File: config.mk
export PLATFORM = sky130hd
export DESIGN_NAME = bakery_ticket_lock_arbiter_flat
export DESIGN_NICKNAME = d
export VERILOG_FILES = /design/src/hdl/bktl_pkg.sv /design/src/hdl/bktl_channels.sv /design/src/hdl/bktl_ram.sv /design/src/hdl/bktl_ctrl.sv /design/src/hdl/bktl_dp.sv /design/src/hdl/bakery_ticket_lock_arbiter.sv /design/src/flat_wrapper.sv
export VERILOG_INCLUDE_DIRS = /design/src /design/src/hdl
export SDC_FILE = /design/constraint.sdc
export NUM_CORES = 1
export LEC_CHECK = 0
export ABC_AREA = 1
export BUFFER_PORTS_ARGS = -buffer_cell sky130_fd_sc_hd__buf_2
export CORE_ASPECT_RATIO = 1.1
export CORE_UTILIZATION = 50
export DETAILED_ROUTE_END_ITERATION = 8
export GPL_TIMING_DRIVEN = 0
export PLACE_DENSITY = 0.66
export SLEW_MARGIN = 20
export SYNTH_ARGS = -nofsm -noshare
export SYNTH_HDL_FRONTEND = slang
export SYNTH_SLANG_ARGS = --single-unit
File: constraint.sdc
create_clock -name clock -period 6.16 [get_ports clock]
set_input_delay 0.616 -clock clock [delete_from_list [all_inputs] [get_ports clock]]
set_output_delay 0.616 -clock clock [all_outputs]
set_load 0.05 [all_outputs]
File: src/hdl/bakery_ticket_lock_arbiter_macros.svh
// Assertion helpers for the lock arbiter.
`ifndef BAKERY_TICKET_LOCK_ARBITER_MACROS_SVH
`define BAKERY_TICKET_LOCK_ARBITER_MACROS_SVH

// Consequent must hold in the same cycle as the antecedent.
`define BKTL_ASSERT_NOW(label, clk, rst, ante, cons, msg) \
   label: assert property (@(posedge clk) disable iff (rst) (ante) |-> (cons)) \
      else $error(msg);

// Consequent must hold in the cycle after the antecedent.
`define BKTL_ASSERT_NEXT(label, clk, rst, ante, cons, msg) \
   label: assert property (@(posedge clk) disable iff (rst) (ante) |=> (cons)) \
      else $error(msg);

`endif

File: src/hdl/bktl_pkg.sv
`default_nettype none
package bktl_pkg;

   localparam int MAX_AGENTS_DEF  = 8;
   localparam int TICKET_BITS_DEF = 16;

   localparam int OP_W     = 1;
   localparam int AGENT_W  = 3;
   localparam int STATUS_W = 3;
   localparam int TICKET_W = 16;
   localparam int HOLDER_W = 3;
   localparam int COUNT_W  = 4;
   localparam int CFG_W    = 4;

   localparam logic [CFG_W-1:0] CFG_RESET = 4'd8;

   localparam logic [OP_W-1:0] OP_REQUEST = 1'b0;
   localparam logic [OP_W-1:0] OP_RELEASE = 1'b1;

   localparam logic [STATUS_W-1:0] ST_OK         = 3'd0;
   localparam logic [STATUS_W-1:0] ST_BAD_AGENT  = 3'd1;
   localparam logic [STATUS_W-1:0] ST_ALREADY    = 3'd2;
   localparam logic [STATUS_W-1:0] ST_NO_TICKET  = 3'd3;
   localparam logic [STATUS_W-1:0] ST_NOT_HOLDER = 3'd4;
   localparam logic [STATUS_W-1:0] ST_OVERFLOW   = 3'd5;

   typedef struct packed {
      logic start;
      logic scan;
      logic decide;
   } cmd_type;

   typedef struct packed {
      logic scan_last;
      logic out_free;
   } stat_type;

endpackage
`default_nettype wire

File: src/hdl/bktl_channels.sv
`default_nettype none
interface bktl_req_if;
   logic                          valid;
   logic                          ready;
   logic [bktl_pkg::OP_W-1:0]     op;
   logic [bktl_pkg::AGENT_W-1:0]  agent;
   modport source (output valid, output op, output agent, input ready);
   modport sink (input valid, input op, input agent, output ready);
endinterface

interface bktl_rsp_if;
   logic                           valid;
   logic                           ready;
   logic [bktl_pkg::STATUS_W-1:0]  status;
   logic [bktl_pkg::TICKET_W-1:0]  ticket;
   logic                           holder_valid;
   logic [bktl_pkg::HOLDER_W-1:0]  holder;
   logic [bktl_pkg::COUNT_W-1:0]   waiting_count;
   modport source (output valid, output status, output ticket, output holder_valid,
                   output holder, output waiting_count, input ready);
   modport sink (input valid, input status, input ticket, input holder_valid,
                 input holder, input waiting_count, output ready);
endinterface

interface bktl_csr_if;
   logic                        valid;
   logic                        ready;
   logic [bktl_pkg::CFG_W-1:0]  data;
   modport source (output valid, output data, input ready);
   modport sink (input valid, input data, output ready);
endinterface
`default_nettype wire

File: src/hdl/bktl_ram.sv
`default_nettype none
module bktl_ram #(
   parameter int WIDTH = 16,
   parameter int DEPTH = 8
) (
   input  wire logic                                clock,
   input  wire logic                                we,
   input  wire logic [(DEPTH > 1 ? $clog2(DEPTH) : 1)-1:0] waddr,
   input  wire logic [WIDTH-1:0]                    wdata,
   input  wire logic                                re,
   input  wire logic [(DEPTH > 1 ? $clog2(DEPTH) : 1)-1:0] raddr,
   output      logic [WIDTH-1:0]                    rdata
);

   logic [WIDTH-1:0] mem_ff [DEPTH];
   logic [WIDTH-1:0] rdata_ff;

   always_ff @(posedge clock) begin
      if (we) begin
         mem_ff[waddr] <= wdata;
      end
      if (re) begin
         rdata_ff <= mem_ff[raddr];
      end
   end

   assign rdata = rdata_ff;

endmodule
`default_nettype wire

File: src/hdl/bktl_ctrl.sv
`default_nettype none
module bktl_ctrl (
   input  wire logic               clock,
   input  wire logic               reset,
   input  wire logic               req_valid,
   output      logic               req_ready,
   input  wire bktl_pkg::stat_type stat,
   output      bktl_pkg::cmd_type  cmd
);

   localparam logic [1:0] S_IDLE   = 2'd0;
   localparam logic [1:0] S_SCAN   = 2'd1;
   localparam logic [1:0] S_LAST   = 2'd2;
   localparam logic [1:0] S_DECIDE = 2'd3;

   logic [1:0] state_ff;
   logic [1:0] state_in;

   always_comb begin
      state_in  = state_ff;
      cmd       = '0;
      req_ready = 1'b0;
      unique case (state_ff)
         S_IDLE: begin
            req_ready = 1'b1;
            if (req_valid) begin
               cmd.start = 1'b1;
               state_in  = S_SCAN;
            end
         end
         S_SCAN: begin
            cmd.scan = 1'b1;
            if (stat.scan_last) begin
               state_in = S_LAST;
            end
         end
         S_LAST: begin
            state_in = S_DECIDE;
         end
         S_DECIDE: begin
            if (stat.out_free) begin
               cmd.decide = 1'b1;
               state_in   = S_IDLE;
            end
         end
         default: begin
            state_in = S_IDLE;
         end
      endcase
   end

   always_ff @(posedge clock) begin
      if (reset) begin
         state_ff <= S_IDLE;
      end else begin
         state_ff <= state_in;
      end
   end

endmodule
`default_nettype wire

File: src/hdl/bktl_dp.sv
`default_nettype none
module bktl_dp #(
   parameter int MAX_AGENTS  = bktl_pkg::MAX_AGENTS_DEF,
   parameter int TICKET_BITS = bktl_pkg::TICKET_BITS_DEF
) (
   input  wire logic                           clock,
   input  wire logic                           reset,
   input  wire bktl_pkg::cmd_type              cmd,
   output      bktl_pkg::stat_type             stat,
   input  wire logic [bktl_pkg::OP_W-1:0]      req_op,
   input  wire logic [bktl_pkg::AGENT_W-1:0]   req_agent,
   input  wire logic                           csr_valid,
   output      logic                           csr_ready,
   input  wire logic [bktl_pkg::CFG_W-1:0]     csr_data,
   input  wire logic                           rsp_ready,
   output      logic                           rsp_valid,
   output      logic [bktl_pkg::STATUS_W-1:0]  rsp_status,
   output      logic [bktl_pkg::TICKET_W-1:0]  rsp_ticket,
   output      logic                           rsp_holder_valid,
   output      logic [bktl_pkg::HOLDER_W-1:0]  rsp_holder,
   output      logic [bktl_pkg::COUNT_W-1:0]   rsp_waiting_count
);

   localparam int AGENT_BITS = $clog2(MAX_AGENTS);
   localparam int CNT_BITS   = $clog2(MAX_AGENTS + 1);
   localparam int IDX_W      = AGENT_BITS > bktl_pkg::AGENT_W ? AGENT_BITS : bktl_pkg::AGENT_W;
   localparam int LIM_W      = CNT_BITS > bktl_pkg::CFG_W ? CNT_BITS : bktl_pkg::CFG_W;
   localparam logic [TICKET_BITS-1:0] TICKET_TOP = {TICKET_BITS{1'b1}};
   localparam logic [AGENT_BITS-1:0]  IDX_LAST   = AGENT_BITS'(MAX_AGENTS - 1);
   localparam logic [LIM_W-1:0]       LIM_MAX    = LIM_W'(MAX_AGENTS);

   logic [bktl_pkg::CFG_W-1:0]   cfg_ff;
   logic [bktl_pkg::OP_W-1:0]    op_ff;
   logic [bktl_pkg::AGENT_W-1:0] agent_ff;
   logic [AGENT_BITS-1:0]        idx_ff;
   logic                         rd_pend_ff;
   logic [AGENT_BITS-1:0]        rd_idx_ff;
   logic                         rd_vld_ff;
   logic [MAX_AGENTS-1:0]        vld_ff;

   logic [TICKET_BITS-1:0] max_ff;
   logic [CNT_BITS-1:0]    cnt_ff;
   logic                   v1_ff;
   logic [TICKET_BITS-1:0] t1_ff;
   logic [AGENT_BITS-1:0]  w1_ff;
   logic                   v2_ff;
   logic [TICKET_BITS-1:0] t2_ff;
   logic [AGENT_BITS-1:0]  w2_ff;
   logic [TICKET_BITS-1:0] own_ff;

   logic                            rsp_valid_ff;
   logic [bktl_pkg::STATUS_W-1:0]   status_ff;
   logic [bktl_pkg::TICKET_W-1:0]   ticket_ff;
   logic                            hv_ff;
   logic [bktl_pkg::HOLDER_W-1:0]   holder_ff;
   logic [bktl_pkg::COUNT_W-1:0]    count_ff;

   logic [TICKET_BITS-1:0] rdata;
   logic [TICKET_BITS-1:0] cur_t;
   logic [AGENT_BITS-1:0]  agent_idx;
   logic                   do_write;
   logic [TICKET_BITS-1:0] wdata;

   logic [LIM_W-1:0]              lim;
   logic [bktl_pkg::STATUS_W-1:0] status_in;
   logic [TICKET_BITS-1:0]        give;
   logic                          hv_in;
   logic [AGENT_BITS-1:0]         hw_in;
   logic [CNT_BITS-1:0]           cnt_in;
   logic [31:0]                   give_wide;
   logic [7:0]                    hw_wide;
   logic [7:0]                    cnt_wide;

   assign agent_idx = AGENT_BITS'(IDX_W'(agent_ff));
   assign cur_t     = rd_vld_ff ? rdata : '0;

   assign stat.scan_last = (idx_ff == IDX_LAST);
   assign stat.out_free  = !rsp_valid_ff || rsp_ready;
   assign csr_ready      = 1'b1;

   bktl_ram #(
      .WIDTH (TICKET_BITS),
      .DEPTH (MAX_AGENTS)
   ) u_tickets (
      .clock (clock),
      .we    (cmd.decide && do_write),
      .waddr (agent_idx),
      .wdata (wdata),
      .re    (cmd.scan),
      .raddr (idx_ff),
      .rdata (rdata)
   );

   always_comb begin
      lim       = (LIM_W'(cfg_ff) > LIM_MAX) ? LIM_MAX : LIM_W'(cfg_ff);
      give      = max_ff + TICKET_BITS'(1);
      status_in = bktl_pkg::ST_OK;
      do_write  = 1'b0;
      wdata     = '0;
      hv_in     = v1_ff;
      hw_in     = w1_ff;
      cnt_in    = cnt_ff;
      give_wide = '0;
      priority if (LIM_W'(agent_ff) >= lim) begin
         status_in = bktl_pkg::ST_BAD_AGENT;
      end else if (op_ff == bktl_pkg::OP_REQUEST) begin
         priority if (own_ff != '0) begin
            status_in = bktl_pkg::ST_ALREADY;
         end else if (max_ff == TICKET_TOP) begin
            status_in = bktl_pkg::ST_OVERFLOW;
         end else begin
            do_write  = 1'b1;
            wdata     = give;
            give_wide = 32'(give);
            hv_in     = 1'b1;
            hw_in     = v1_ff ? w1_ff : agent_idx;
            cnt_in    = cnt_ff + CNT_BITS'(1);
         end
      end else begin
         priority if (own_ff == '0) begin
            status_in = bktl_pkg::ST_NO_TICKET;
         end else if (!v1_ff || (IDX_W'(w1_ff) != IDX_W'(agent_ff))) begin
            status_in = bktl_pkg::ST_NOT_HOLDER;
         end else begin
            do_write = 1'b1;
            hv_in    = v2_ff;
            hw_in    = v2_ff ? w2_ff : '0;
            cnt_in   = cnt_ff - CNT_BITS'(1);
         end
      end
      hw_wide  = hv_in ? 8'(hw_in) : '0;
      cnt_wide = 8'(cnt_in);
   end

   always_ff @(posedge clock) begin
      if (reset) begin
         cfg_ff       <= bktl_pkg::CFG_RESET;
         vld_ff       <= '0;
         rd_pend_ff   <= 1'b0;
         rsp_valid_ff <= 1'b0;
      end else begin
         if (csr_valid) begin
            cfg_ff <= csr_data;
         end
         rd_pend_ff <= cmd.scan;
         if (cmd.decide && do_write) begin
            vld_ff[agent_idx] <= (op_ff == bktl_pkg::OP_REQUEST);
         end
         if (cmd.decide) begin
            rsp_valid_ff <= 1'b1;
         end else if (rsp_ready) begin
            rsp_valid_ff <= 1'b0;
         end
      end
   end

   always_ff @(posedge clock) begin
      if (cmd.start) begin
         op_ff    <= req_op;
         agent_ff <= req_agent;
         idx_ff   <= '0;
      end else if (cmd.scan) begin
         idx_ff <= idx_ff + AGENT_BITS'(1);
      end
      if (cmd.scan) begin
         rd_idx_ff <= idx_ff;
         rd_vld_ff <= vld_ff[idx_ff];
      end
      if (cmd.start) begin
         max_ff <= '0;
         cnt_ff <= '0;
         v1_ff  <= 1'b0;
         t1_ff  <= '0;
         w1_ff  <= '0;
         v2_ff  <= 1'b0;
         t2_ff  <= '0;
         w2_ff  <= '0;
         own_ff <= '0;
      end else if (rd_pend_ff) begin
         if (cur_t > max_ff) begin
            max_ff <= cur_t;
         end
         if (IDX_W'(rd_idx_ff) == IDX_W'(agent_ff)) begin
            own_ff <= cur_t;
         end
         if (cur_t != '0) begin
            cnt_ff <= cnt_ff + CNT_BITS'(1);
            priority if (!v1_ff || (cur_t < t1_ff)) begin
               v1_ff <= 1'b1;
               t1_ff <= cur_t;
               w1_ff <= rd_idx_ff;
               v2_ff <= v1_ff;
               t2_ff <= t1_ff;
               w2_ff <= w1_ff;
            end else if (!v2_ff || (cur_t < t2_ff)) begin
               v2_ff <= 1'b1;
               t2_ff <= cur_t;
               w2_ff <= rd_idx_ff;
            end else begin
               v2_ff <= v2_ff;
            end
         end
      end
      if (cmd.decide) begin
         status_ff <= status_in;
         ticket_ff <= give_wide[bktl_pkg::TICKET_W-1:0];
         hv_ff     <= hv_in;
         holder_ff <= hw_wide[bktl_pkg::HOLDER_W-1:0];
         count_ff  <= cnt_wide[bktl_pkg::COUNT_W-1:0];
      end
   end

   assign rsp_valid         = rsp_valid_ff;
   assign rsp_status        = status_ff;
   assign rsp_ticket        = ticket_ff;
   assign rsp_holder_valid  = hv_ff;
   assign rsp_holder        = holder_ff;
   assign rsp_waiting_count = count_ff;

endmodule
`default_nettype wire

File: src/hdl/bakery_ticket_lock_arbiter.sv
// Items are handled one at a time: the controller scans every ticket through the single
// read port of the ticket RAM, then passes the last-read and decide states before it
// returns to idle and accepts the next item.
// A new item is taken while the previous result waits in the output register.
// Reset (synchronous, active high) clears all tickets through per-agent valid
// bits at once and sets agents_in_use to 8; no clearing pass is needed.
`default_nettype none
`include "bakery_ticket_lock_arbiter_macros.svh"
module bakery_ticket_lock_arbiter #(
   parameter int MAX_AGENTS  = bktl_pkg::MAX_AGENTS_DEF,
   parameter int TICKET_BITS = bktl_pkg::TICKET_BITS_DEF
) (
   input wire logic   clock,
   input wire logic   reset,
   bktl_req_if.sink   req_if,
   bktl_rsp_if.source rsp_if,
   bktl_csr_if.sink   csr_if
);

   bktl_pkg::cmd_type  cmd;
   bktl_pkg::stat_type stat;

   bktl_ctrl u_ctrl (
      .clock     (clock),
      .reset     (reset),
      .req_valid (req_if.valid),
      .req_ready (req_if.ready),
      .stat      (stat),
      .cmd       (cmd)
   );

   bktl_dp #(
      .MAX_AGENTS  (MAX_AGENTS),
      .TICKET_BITS (TICKET_BITS)
   ) u_dp (
      .clock             (clock),
      .reset             (reset),
      .cmd               (cmd),
      .stat              (stat),
      .req_op            (req_if.op),
      .req_agent         (req_if.agent),
      .csr_valid         (csr_if.valid),
      .csr_ready         (csr_if.ready),
      .csr_data          (csr_if.data),
      .rsp_ready         (rsp_if.ready),
      .rsp_valid         (rsp_if.valid),
      .rsp_status        (rsp_if.status),
      .rsp_ticket        (rsp_if.ticket),
      .rsp_holder_valid  (rsp_if.holder_valid),
      .rsp_holder        (rsp_if.holder),
      .rsp_waiting_count (rsp_if.waiting_count)
   );

   `BKTL_ASSERT_NEXT(a_one_at_a_time, clock, reset, req_if.valid && req_if.ready, !req_if.ready, "item accepted while busy")
   `BKTL_ASSERT_NOW(a_decide_free, clock, reset, cmd.decide, stat.out_free, "result overwrites unsent result")
   `BKTL_ASSERT_NOW(a_no_holder, clock, reset, rsp_if.valid && !rsp_if.holder_valid, (rsp_if.holder == '0) && (rsp_if.waiting_count == '0), "holder or count set without holder")
   `BKTL_ASSERT_NOW(a_reject_ticket, clock, reset, rsp_if.valid && (rsp_if.status != bktl_pkg::ST_OK), rsp_if.ticket == '0, "ticket given on rejected item")

endmodule
`default_nettype wire

File: src/flat_wrapper.sv
// flat-port wrapper written by rule: the top's interface ports become plain ports
module bakery_ticket_lock_arbiter_flat 
#(
   parameter int MAX_AGENTS  = bktl_pkg::MAX_AGENTS_DEF,
   parameter int TICKET_BITS = bktl_pkg::TICKET_BITS_DEF
)
  (clock, reset, req_if_valid, req_if_op, req_if_agent, req_if_ready, rsp_if_valid, rsp_if_status, rsp_if_ticket, rsp_if_holder_valid, rsp_if_holder, rsp_if_waiting_count, rsp_if_ready, csr_if_valid, csr_if_data, csr_if_ready);
  bktl_req_if req_if_i ();
  bktl_rsp_if rsp_if_i ();
  bktl_csr_if csr_if_i ();
  input wire logic clock;
  input wire logic reset;
  input wire logic [$bits(req_if_i.valid)-1:0] req_if_valid;
  input wire logic [$bits(req_if_i.op)-1:0] req_if_op;
  input wire logic [$bits(req_if_i.agent)-1:0] req_if_agent;
  output wire logic [$bits(req_if_i.ready)-1:0] req_if_ready;
  output wire logic [$bits(rsp_if_i.valid)-1:0] rsp_if_valid;
  output wire logic [$bits(rsp_if_i.status)-1:0] rsp_if_status;
  output wire logic [$bits(rsp_if_i.ticket)-1:0] rsp_if_ticket;
  output wire logic [$bits(rsp_if_i.holder_valid)-1:0] rsp_if_holder_valid;
  output wire logic [$bits(rsp_if_i.holder)-1:0] rsp_if_holder;
  output wire logic [$bits(rsp_if_i.waiting_count)-1:0] rsp_if_waiting_count;
  input wire logic [$bits(rsp_if_i.ready)-1:0] rsp_if_ready;
  input wire logic [$bits(csr_if_i.valid)-1:0] csr_if_valid;
  input wire logic [$bits(csr_if_i.data)-1:0] csr_if_data;
  output wire logic [$bits(csr_if_i.ready)-1:0] csr_if_ready;
  assign req_if_i.valid = req_if_valid;
  assign req_if_i.op = req_if_op;
  assign req_if_i.agent = req_if_agent;
  assign req_if_ready = req_if_i.ready;
  assign rsp_if_valid = rsp_if_i.valid;
  assign rsp_if_status = rsp_if_i.status;
  assign rsp_if_ticket = rsp_if_i.ticket;
  assign rsp_if_holder_valid = rsp_if_i.holder_valid;
  assign rsp_if_holder = rsp_if_i.holder;
  assign rsp_if_waiting_count = rsp_if_i.waiting_count;
  assign rsp_if_i.ready = rsp_if_ready;
  assign csr_if_i.valid = csr_if_valid;
  assign csr_if_i.data = csr_if_data;
  assign csr_if_ready = csr_if_i.ready;
  bakery_ticket_lock_arbiter #(.MAX_AGENTS(MAX_AGENTS), .TICKET_BITS(TICKET_BITS)) u_core (.clock(clock), .reset(reset), .req_if(req_if_i), .rsp_if(rsp_if_i), .csr_if(csr_if_i));
endmodule
==> results.sh <==
export IMPL_drt_vias_per_instance=5.41
export IMPL_wl_um=30900
export IMPL_p_int_mw=4.45
export IMPL_setup_viol=0
export IMPL_timing_slew_headroom_pct=37.4
export IMPL_vias=9670
export IMPL_worstSetupPathType="register to register"
export IMPL_clock_latency_ns=0.54
export IMPL_crit_path_end="u_core.u_dp.u_tickets.mem_ff[0][12]"
export IMPL_ff2ff_setup_slack_ns=2.59
export IMPL_arrival_ns=3.74
export IMPL_synth_warnings=0
export IMPL_startpoint_type="register"
export IMPL_p_clk_share_pct=25.1
export IMPL_final_antenna_net_count=0
export IMPL_yosysTopAreaCell="edfxtp_1"
export IMPL_die_w_um=155
export IMPL_synth_area_um2=12800
export IMPL_drt_wirelength_per_cell_um=17.3
export IMPL_ctsRootBufferMaster="clkbuf_16"
export IMPL_fin_worst_skew_ns=0.0144
export IMPL_r2r_end="u_core.u_dp.u_tickets.mem_ff[0][12]"
export IMPL_power_frac_seq_pct=34.3
export IMPL_drtIter0Drc=677
export IMPL_yosys_cell_types_count=46
export IMPL_power_density_nw_per_um2=516
export IMPL_worst_slew_pin_slew_ns=0.939
export IMPL_syn_inst=1379
export IMPL_synth_seq_cells=274
export IMPL_start_util_pct=50.9
export IMPL_synth_top_area_share_pct=42.0
export IMPL_area_delta_synth_final_pct=12.6
export IMPL_cellLeakagePower_nw=5.82
export IMPL_core_area_um2=25200
export IMPL_crit_fanout=17
export IMPL_crit_path_start="u_core.u_dp.agent_ff[0]"
export IMPL_synth_area_leaders="edfxtp_1, dfxtp_1, nor2_1"
export IMPL_power_frac_comb_pct=40.6
export IMPL_rows=61
export IMPL_overflow=0
export IMPL_p_total_mw=7.44
export IMPL_yosysMostFrequentCell="nor2_1"
export IMPL_setup_ws_ns=2.59
export IMPL_fin_crit_sh_pct=58.0
export IMPL_cts_tree="done"
export IMPL_synth_edf_count=179
export IMPL_dieArea_um2=26300
export IMPL_cp_required_ns=6.32
export IMPL_cts_resized=0
export IMPL_grt_max_degree=28
export IMPL_nNetsFinal=1520
export IMPL_routabilityCongestion=0.914
export IMPL_cp_end_kind="register"
export IMPL_syn_avg_cell_area_um2=9.29
export IMPL_grt_usage_pct=23.9
export IMPL_hold_buffers=0
export IMPL_cts_buffers=29
export IMPL_synth_commonest_cells="nor2_1, edfxtp_1, nand2_1"
export IMPL_drive_gt1_share_pct=8.96
export IMPL_ys_flop_type="edfxtp_1"
export IMPL_io_buffer_count=41
export IMPL_mappedNetlistNets=1448
export IMPL_p_sw_mw=2.99
export IMPL_fmax_mhz=280
export IMPL_switching_share_pct=40.2
export IMPL_grt_pass1_vias=9213
export IMPL_worstReg2RegStart="u_core.u_dp.agent_ff[0]"
export IMPL_final_max_slew_viol_count=0
export IMPL_dr_pass1_iters=5
export IMPL_status="finished clean"
export IMPL_cts_max_level=1
export IMPL_period_needed_ns=3.57
export IMPL_post_place_ws_ns=2.62
export IMPL_seq_area_frac_synth_pct=56.8
export IMPL_clock_sinks=274
export IMPL_grt_pass1_wl_um=48900
export IMPL_io_pin_count=43
export IMPL_antenna_found_initial=0
export IMPL_diodes=0
export IMPL_clk_pin_slew_ns=0.06
export IMPL_peakVddDrop_mv=0.281
export IMPL_final_setup_tns_ns=0
export IMPL_reg2regPathDepth=10
export IMPL_rsz0062_at_grt="false"
export IMPL_dp_hpwl_um=22500
export IMPL_fp_dieH_um=170
export IMPL_max_cap_violations=0
export IMPL_hold_class="primary input to register"
export IMPL_drcViolationCount=0
export IMPL_hold_violations=0
export IMPL_postSynth_asyncResetShare_pct=0
export IMPL_clk_path_buf_depth=3
export IMPL_post_cts_buffers=0
## worst min path at each step
stage	from	to	slack (ns)	cells after the start
final	req_if_op	u_core.u_dp.op_ff	0.26	1
after global routing	req_if_op	u_core.u_dp.op_ff	0.25	1
after CTS	req_if_agent[1]	u_core.u_dp.agent_ff[1]	0.23	1
after detailed placement	u_core.u_dp.own_ff[2]	u_core.u_dp.own_ff[2]	0.45	2
after global placement	u_core.u_dp.own_ff[11]	u_core.u_dp.own_ff[11]	0.44	2
after floorplan	u_core.u_dp.vld_ff[4]	u_core.u_dp.vld_ff[4]	0.42	2
## flip-flops by register name, indices dropped and copies added, names as in the netlist, 4 cells and up
signal / flops
u_core.u_dp.max_ff: 16
u_core.u_dp.own_ff: 16
u_core.u_dp.t1_ff: 16
u_core.u_dp.u_tickets.mem_ff: 128
u_core.u_dp.u_tickets.rdata: 16
u_core.u_dp.rsp_waiting_count: 4
u_core.u_dp.vld_ff: 8
u_core.u_dp.cfg_ff: 4
u_core.u_dp.cnt_ff: 4
u_core.u_dp.t2_ff: 16
u_core.u_dp.rsp_ticket: 16
## worst max-delay path: stages, from the launching register on
cell and delay, ns:
edfxtp_1 0.33, clkbuf_1 0.36, inv_1 0.26, ha_1 0.35, nand4_1 0.09, nand3_1 0.29, clkinv_1 0.29, o21ai_0 0.16
nor2_2 0.27, nand4_1 0.16, inv_1 0.63
## cell usage in the layout, fill, tap and decap left out, drive strengths merged, types with 3 or more instances in the layout
cell,instances
o211ai,4
clkinvlp,5
o21bai,4
a211oi,3
edfxtp,179
clkbuf,78
nor3,11
nor4,3
o21ai,149
nor2,291
inv,132
a31oi,20
nand2,157
a21oi,77
clkinv,11
xnor2,4
buf,63
ha,56
dfxtp,95
o22ai,17
nand4,21
nand3b,3
nand3,60
bufinv,6
xor2,14
## layout make-up
class                   count  area, µm²
plain buffers              65        342
clock buffers              35        768
clock inverters            18        251
fillers                  2223      10800
inverters                 136        513
multi-input cells         904       4680
flip-flops and latches    274       7280
well taps                 315        394
repair buffers             41        205
## power groups by stage
stage	Sequential [mW]	Clock, mW	Combinational (mW)
2_1_floorplan	2.62	0	2.11
3_3_place_gp	2.58	0	2.93
6_report	2.55	1.87	3.02
4_1_cts	2.55	1.89	3.01
5_1_grt	2.58	1.95	3.41
3_5_place_dp	2.59	0	2.99
## layer usage
layer	track usage, %	vias up	wire length (µm)
met1	30.6	4539	13400
met2	41.6	241	15100
li1	-	4824	-
met5	0	-	0
met3	2.85	66	1420
met4	8.87	0	915
## through the flow
step           std cells  utilization (%)  hold slack, ns  cell area (µm²)
6_report            1788             57.3           0.256            14400
5_1_grt             1788             57.3           0.246            14400
3_3_place_gp        1735             53.2           0.443            13400
2_1_floorplan       1379                -           0.425            12800
4_1_cts             1788             57.3           0.232            14400
3_5_place_dp        1735             53.2           0.449            13400
## cells by family after synthesis
logic type                 share of synthesized area [%]
DFF                                                 56.8
other                                             0.0293
AOI/OAI and AO/OA                                   11.8
adders and majority gates                           5.47
and+or+nand+nor                                     18.0
buffers and inverters                               6.67
xor gates and xnor gates                            1.23
No activity file was read; power rests on OpenSTA's default activity.
